==> src/nec_pkg.sv <==
// Shared types, timing windows and helpers for the NEC pulse decoder.
`default_nettype none

package nec_pkg;

  localparam int PW_W       = 16;
  localparam int TICK_W     = 32;
  localparam int CMD_W      = 8;
  localparam int WIN_W      = 16;
  localparam int FRAME_BITS = 32;
  localparam int CNT_W      = $clog2(FRAME_BITS);
  localparam int CMD_LSB    = 16;
  localparam int INV_LSB    = 24;

  localparam logic [WIN_W-1:0] RPT_WIN_RST = 16'd150;

  localparam logic [PW_W-1:0] HDR_MARK_LO   = 16'd8500;
  localparam logic [PW_W-1:0] HDR_MARK_HI   = 16'd9500;
  localparam logic [PW_W-1:0] HDR_SPACE_LO  = 16'd4000;
  localparam logic [PW_W-1:0] HDR_SPACE_HI  = 16'd5000;
  localparam logic [PW_W-1:0] BIT_MARK_LO   = 16'd400;
  localparam logic [PW_W-1:0] BIT_MARK_HI   = 16'd700;
  localparam logic [PW_W-1:0] ZERO_SPACE_LO = 16'd300;
  localparam logic [PW_W-1:0] ZERO_SPACE_HI = 16'd800;
  localparam logic [PW_W-1:0] ONE_SPACE_LO  = 16'd1300;
  localparam logic [PW_W-1:0] ONE_SPACE_HI  = 16'd2200;
  localparam logic [PW_W-1:0] RPT_SPACE_LO  = 16'd2000;
  localparam logic [PW_W-1:0] RPT_SPACE_HI  = 16'd2500;

  localparam logic [CMD_W-1:0] CHECK_ALL_ONES = '1;

  typedef enum logic [1:0] {
    ST_IDLE,
    ST_HDR_SPACE,
    ST_BIT_MARK,
    ST_BIT_SPACE
  } frame_state_t;

  typedef struct packed {
    logic [PW_W-1:0]   pulse_width_us;
    logic              is_mark;
    logic [TICK_W-1:0] now_tick;
  } pulse_t;

  typedef struct packed {
    logic [CMD_W-1:0] command_code;
    logic             is_repeat;
  } result_t;

  // Strict window: lo < w < hi
  function automatic logic in_win(input logic [PW_W-1:0] w,
                                  input logic [PW_W-1:0] lo,
                                  input logic [PW_W-1:0] hi);
    in_win = (w > lo) && (w < hi);
  endfunction

endpackage

`default_nettype wire

==> src/nec_frame_fsm.sv <==
// Frame state machine: header checks, bit shifting, frame check and repeat handling.
`default_nettype none

module nec_frame_fsm import nec_pkg::*; (
  input  wire logic             clk,
  input  wire logic             rst_n,
  input  wire logic             fire,
  input  wire pulse_t           pls,
  input  wire logic [WIN_W-1:0] rpt_win,
  output logic                  res_vld,
  output result_t               res
);

  frame_state_t      state_r, state_nxt;
  logic [FRAME_BITS-1:0] data_r, data_nxt;
  logic [CNT_W-1:0]  cnt_r, cnt_nxt;
  logic [CMD_W-1:0]  held_r, held_nxt;
  logic              held_vld_r, held_vld_nxt;
  logic [TICK_W-1:0] last_tick_r, last_tick_nxt;

  logic [TICK_W-1:0] age;
  logic              age_ok;
  logic              is_one;
  logic              is_zero;
  logic [FRAME_BITS-1:0] shifted;
  logic [CMD_W-1:0]  cmd;
  logic [CMD_W-1:0]  inv;

  assign age     = pls.now_tick - last_tick_r;
  assign age_ok  = age < {{(TICK_W-WIN_W){1'b0}}, rpt_win};
  assign is_one  = in_win(pls.pulse_width_us, ONE_SPACE_LO, ONE_SPACE_HI);
  assign is_zero = in_win(pls.pulse_width_us, ZERO_SPACE_LO, ZERO_SPACE_HI);
  // LSB first: each new bit enters at the top and moves down
  assign shifted = {is_one, data_r[FRAME_BITS-1:1]};
  assign cmd     = shifted[CMD_LSB +: CMD_W];
  assign inv     = shifted[INV_LSB +: CMD_W];

  always_ff @(posedge clk) begin
    if (!rst_n) begin
      state_r     <= ST_IDLE;
      data_r      <= '0;
      cnt_r       <= '0;
      held_r      <= '0;
      held_vld_r  <= 1'b0;
      last_tick_r <= '0;
    end else begin
      state_r     <= state_nxt;
      data_r      <= data_nxt;
      cnt_r       <= cnt_nxt;
      held_r      <= held_nxt;
      held_vld_r  <= held_vld_nxt;
      last_tick_r <= last_tick_nxt;
    end
  end

  always_comb begin
    state_nxt     = state_r;
    data_nxt      = data_r;
    cnt_nxt       = cnt_r;
    held_nxt      = held_r;
    held_vld_nxt  = held_vld_r;
    last_tick_nxt = last_tick_r;
    res_vld       = 1'b0;
    res           = '0;
    if (fire) begin
      if (pls.is_mark) begin
        case (state_r)
          ST_IDLE: begin
            if (in_win(pls.pulse_width_us, HDR_MARK_LO, HDR_MARK_HI)) begin
              state_nxt = ST_HDR_SPACE;
            end
          end
          ST_BIT_MARK: begin
            state_nxt = in_win(pls.pulse_width_us, BIT_MARK_LO, BIT_MARK_HI) ?
                        ST_BIT_SPACE : ST_IDLE;
          end
          default: ;
        endcase
      end else begin
        case (state_r)
          ST_HDR_SPACE: begin
            if (in_win(pls.pulse_width_us, HDR_SPACE_LO, HDR_SPACE_HI)) begin
              data_nxt  = '0;
              cnt_nxt   = '0;
              state_nxt = ST_BIT_MARK;
            end else begin
              state_nxt = ST_IDLE;
              if (in_win(pls.pulse_width_us, RPT_SPACE_LO, RPT_SPACE_HI) &&
                  held_vld_r && age_ok) begin
                res_vld          = 1'b1;
                res.command_code = held_r;
                res.is_repeat    = 1'b1;
              end
            end
          end
          ST_BIT_SPACE: begin
            if (is_one || is_zero) begin
              data_nxt = shifted;
              if (cnt_r == CNT_W'(FRAME_BITS - 1)) begin
                state_nxt = ST_IDLE;
                cnt_nxt   = '0;
                if ((cmd ^ inv) == CHECK_ALL_ONES) begin
                  held_nxt         = cmd;
                  held_vld_nxt     = 1'b1;
                  last_tick_nxt    = pls.now_tick;
                  res_vld          = 1'b1;
                  res.command_code = cmd;
                  res.is_repeat    = 1'b0;
                end else begin
                  // drop the held command on a failed check
                  held_nxt     = '0;
                  held_vld_nxt = 1'b0;
                end
              end else begin
                cnt_nxt   = cnt_r + 1'b1;
                state_nxt = ST_BIT_MARK;
              end
            end else begin
              state_nxt = ST_IDLE;
            end
          end
          default: ;
        endcase
      end
    end
  end

endmodule

`default_nettype wire

==> config.mk <==
export PLATFORM = sky130hd
export DESIGN_NAME = nec_frame_fsm
export DESIGN_NICKNAME = d
export VERILOG_FILES = /design/src/nec_pkg.sv /design/src/nec_frame_fsm.sv
export SDC_FILE = /design/constraint.sdc
export NUM_CORES = 1
export LEC_CHECK = 0
export BUFFER_PORTS_ARGS = -buffer_cell sky130_fd_sc_hd__buf_2
export CAP_MARGIN = 40
export CORE_ASPECT_RATIO = 2
export CORE_MARGIN = 2
export CORE_UTILIZATION = 55
export CTS_CLUSTER_DIAMETER = 50
export DETAILED_ROUTE_END_ITERATION = 7
export PLACE_DENSITY_LB_ADDON = 0.2
export SLEW_MARGIN = 30
export SYNTH_ARGS = -nofsm -noshare
export SYNTH_HDL_FRONTEND = slang
export SYNTH_SLANG_ARGS = --single-unit
==> constraint.sdc <==
create_clock -name clk -period 9.42 [get_ports clk]
set_input_delay 1.884 -clock clk [delete_from_list [all_inputs] [get_ports clk]]
set_output_delay 1.884 -clock clk [all_outputs]
set_load 0.02 [all_outputs]
## Word level (Yosys, flattened, before mapping)

Index checks and enable logic that the tools add are counted.

| word-level totals | value |
|---|---|
| output and inout port bits | 10 |
| bits of input ports | 68 |
| word-level logic and storage cells | 80 |
| register bits | 80 |

| cells by class | value |
|---|---|
| mux-type cells | 32 |
| reduce and logical (&&, ||, !) cells | 16 |
| bitwise logic cells | 2 |
| equality and inequality tests | 9 |
| $add $sub $neg | 2 |
| $lt $le $gt $ge | 13 |

Operators by type and width:

| operator | count |
|---|---|
| $mux 32 | 2 |
| $pmux 32 s2 | 1 |
| $mux 9 | 7 |
| $gt 16x11->1 const B | 2 |
| $gt 16x9->1 const B | 2 |
| $lt 16x10->1 const B | 2 |
| $lt 16x12->1 const B | 2 |
| $lt 32x16->1 | 1 |
| $sub 32x32->32 | 1 |
| $pmux 9 s2 | 1 |
| $gt 16x12->1 const B | 1 |
| $gt 16x14->1 const B | 1 |
| $lt 16x13->1 const B | 1 |
| $lt 16x14->1 const B | 1 |
| $mux 5 | 3 |
| $mux 2 | 6 |
| $pmux 5 s2 | 1 |
| $reduce_and 5->1 | 2 |
| $eq 8x8->1 const B | 1 |
| $logic_and 1x1->1 | 8 |
| $mux 8 | 1 |
| $pmux 2 s2 | 2 |
| $xor 8x8->8 | 1 |
| $mux 1 | 7 |
| other kinds (15) | 17 |

## Logic depth before layout (Yosys ltp)

| logic depth | value |
|---|---|
| depth after elaboration | 10 |
| depth in mapped cells | 20 |
| depth with buffers taken out | 20 |

## Least setup slack after synthesis

No wires, ideal clock.

| path | value |
|---|---|
| kind | input-to-output |
| start point | input pls[0] (netlist bit) |
| end point | output res[1] (netlist bit) |
| slack | 1621 ps |
| required time | 7536 ps |
| arrival time | 5915 ps |
| buffers on the path | 0 |
| cell stages on the path | 19 |
| cell sequence | inv_1 -> ha_1 -> fa_1 -> nor2b_1 -> o2111ai_1 -> a21oi_1 -> nor2_1 -> o21ai_0 -> xor2_1 -> ha_1 -> a21oi_1 -> nand2_1 -> a22o_1 -> or4_1 -> nor4_1 -> nand3b_1 -> nor4_1 -> nand4_1 -> o21ai_1 |

RTL lines:

| what | RTL line | RTL |
|---|---|---|
| start: declaration | nec_frame_fsm.sv:8 | `input wire pulse_t pls,` |
| end: declaration | nec_frame_fsm.sv:11 | `output result_t res` |

==> flow_metrics.py <==
metrics = {
    "status": {
        "status": "completed",
    },
    "critical_path": {
        "r2r.worst_path.cells": 8,
        "worstSetupPathType": "in2out",
        "arrival_ps": 6710,
        "slowest_delay_ps": 470,
        "crit_start": "pls[0]",
        "rr_startpoint": "cnt_r[0]",
        "r2r_slack_ps": 6760,
        "slowest_stage": "or4_1",
        "cp-end-kind": "output port",
        "cp_max_fo": 9,
        "crit_chain": "buf_2, inv_1, ha_1, fa_1, nor2b_1, o2111ai_1, a21oi_1, nor2_1, o21ai_0, xor2_1, ha_1, a21oi_1, nand2_1, a22o_1, or4_1, nor4_1, nand3b_1, nor4_1, nand4_1, o21ai_1, buf_2",
        "crit_path_start_kind": "primary input",
        "crit_required_ps": 7540,
    },
    "yosys": {
        "ys_ff_latch": 63,
        "synthFlopType": "dfxtp_1",
        "synth_edf_count": 0,
        "synth_nets": 834,
        "yosysSeqAreaShare_pct": 22.9,
        "ys_types": 64,
        "synthArstFlopShare_pct": 0,
        "synth_area_per_cell_um2": 7.67,
        "synth-warning-count": 0,
        "syn_inst": 717,
        "syn-cell-area_mm2": 0.00550,
    },
    "sta": {
        "relSlewSlack_pct": 45.3,
        "rsz0062_at_grt": "no",
        "fin_crit_ps": 8590,
        "setup_tns_ps": 0,
        "setup_viol": 0,
        "fin_worst_skew_ps": 7.43,
        "max_freq_mhz": 116,
        "hold_viol": 0,
        "timing.final.crit_share_pct": 91.2,
        "drv_slew": 0,
        "worst_slew_pin_slew_ps": 809,
    },
    "drt": {
        "route.vias.total": 5444,
        "vias_per_cell": 6.00,
        "wl_per_cell_um": 17.3,
        "drt_iter0_drc": 263,
        "ant_nets": 0,
        "drcViolationCount": 0,
        "drt-total-wl_mm": 15.7,
        "dr.pass1.iters": 5,
    },
    "pwr": {
        "sequentialPowerShare_pct": 33.9,
        "vdd_ir_drop_max_mv": 0.134,
        "p_sw_uw": 224,
        "design_power_total_uw": 787,
        "cell_internal_pwr_uw": 563,
        "p_per_area_mw_per_mm2": 126,
        "comb_power_share_pct": 18.8,
        "clkPwrFrac_pct": 47.3,
        "p_leak_nw": 2.38,
        "swShare_pct": 28.5,
    },
    "die": {
        "die_h_um": 145,
        "io-pin-count": 78,
        "core_area_mm2": 0.00976,
        "start_util_pct": 56.4,
        "die-area_mm2": 0.0109,
        "die_x_um": 74.7,
        "std_cell_rows": 51,
    },
    "cts": {
        "clk_path_buf_depth": 2,
        "cts_tree": "done",
        "clock_latency_ps": 340,
        "cts_sinks": 63,
        "cts_root_buffer": "clkbuf_16",
        "hold_buffers": 0,
        "h-tree-depth": 3,
        "numCtsBuffers": 9,
        "cts.reportedPaths.clkPinSlew_ps": 60,
        "post_cts.repair.setup_buffers": 0,
        "ctsResizeCount": 0,
    },
    "min_path": {
        "hp-start": "held_r[6]",
        "min_path_cells": 2,
        "min_path_type": "reg2reg",
    },
    "place": {
        "hpwl_mm": 12.4,
        "place_congestion": 0.956,
        "port_buffers": 77,
    },
    "global_routing": {
        "track_usage_pct": 29.5,
        "grt_pass1_wl_mm": 25.4,
        "grt-ovfl-total": 0,
        "antenna_found_initial": 0,
        "grt_max_degree": 41,
        "grt_pass1_vias": 5509,
    },
    "final_layout": {
        "finish.net_count": 887,
        "areaGrowthSynthToFinish_pct": 13.7,
        "diodes": 0,
        "drive_above_1_share_pct": 13.3,
    },
    "run": {
        "max-cap-violations": 0,
    },
}
[metrics by stage]
stage | util, % | hold WS, ps | instance area (um^2) | std cells | worst slack [ps]
finish | 64.1 | 468 | 6260 | 907 | 831
CTS | 64.1 | 475 | 6260 | 907 | 906
global placement | 60.5 | 454 | 5900 | 889 | 1080
global route | 64.1 | 501 | 6260 | 907 | 376
detailed placement | 60.7 | 466 | 5930 | 891 | 936
floorplan | - | 443 | 5500 | 717 | 1620
[cells in the mapped netlist, types with 9 or more instances]
cell type	number	area, um^2
nand2_1	60	225
ha_1	48	601
xnor2_1	14	123
o21ai_0	31	155
a21o_1	10	75.1
nand4_1	15	93.8
o21a_1	13	97.6
nor2_1	29	109
mux2i_1	33	330
a21oi_1	50	250
nand3_1	16	80.1
nor2b_1	51	319
dfxtp_1	63	1260
a21boi_0	13	97.6
a22oi_1	12	90.1
o211ai_1	12	90.1
nor4_1	9	56.3
xor2_1	15	131
clkbuf_1	34	128
inv_1	67	251
[metal layers]
metal / vias to the layer above / part of all wire (%) / GRT usage, %
met5: - / 0 / 0
met4: 0 / 5.1 / 15.8
met3: 57 / 3.5 / 4.16
met2: 158 / 56 / 54.4
met1: 2551 / 36 / 30.1
li1: 2678 / - / -
[worst max-delay path: cells and delay by family]
| kind | cells | cell delay (ps) |
|---|---|---|
| AOI/OAI and AO/OA | 6 | 1420 |
| adders and majority gates | 3 | 880 |
| xor gates and xnor gates | 1 | 190 |
| and+or+nand+nor | 8 | 2000 |
| buffers and inverters | 3 | 330 |
[worst paths after layout]
check,to
setup / recovery,res[7]
hold / removal,held_r[6]
setup reg to reg,last_tick_r[17]
hold reg to reg,held_r[6]
[layout by cell type (no fill, tap or decap), drive strengths merged, types with 5 or more instances in the layout]
cell / synthesis / layout
a21boi: 13 / 13
a21oi: 50 / 50
nor2: 29 / 29
nor3: 7 / 7
a2111oi: 5 / 5
nor2b: 51 / 51
clkbuf: 34 / 9
ha: 48 / 48
dfxtp: 63 / 63
xor2: 15 / 15
inv: 67 / 70
nand4: 15 / 15
nor4: 10 / 10
xnor2: 14 / 14
and2: 6 / 6
o211ai: 12 / 12
o21ai: 39 / 39
a31oi: 6 / 6
o21bai: 8 / 8
a22oi: 12 / 12
buf: 6 / 82
mux2i: 33 / 33
nand2: 60 / 60
a211oi: 8 / 8
nand3: 16 / 16
a21o: 10 / 10
o21a: 13 / 13
[kinds of logic (layout without fill, tap and decap cells)]
logic type / after synthesis / count (layout) / share of synthesized area, %
simple gates: 225 / 225 / 22.0
compound gates: 211 / 211 / 25.5
buf+inv: 107 / 165 / 7.69
flops: 63 / 63 / 22.9
fa+ha+maj: 49 / 49 / 11.3
mux: 33 / 33 / 6.00
xor+xnor: 29 / 29 / 4.62
[sequential cells by signal (all words and copies together) (netlist names)]
register and flops:
last_tick_r 32, data_r 15, held_r 8, cnt_r 5, state_r 2, held_vld_r 1
[final cells by class]
cell class | count | area (um^2)
clock buffers | 9 | 225
repair buffers | 82 | 433
flip-flops and latches | 63 | 1260
fillers | 888 | 3510
inverters | 67 | 251
well taps | 132 | 165
clock inverters | 7 | 103
multi-input cells | 547 | 3820
[power by group through the flow]
stage | combinational (mW) | sequential, mW | clock (mW)
6_report | 0.148 | 0.267 | 0.372
5_1_grt | 0.163 | 0.266 | 0.386
4_1_cts | 0.146 | 0.267 | 0.377
3_5_place_dp | 0.145 | 0.273 | 0
3_3_place_gp | 0.142 | 0.273 | 0
2_1_floorplan | 0.0981 | 0.272 | 0
Note: power is estimated with default switching activity, not from simulation.
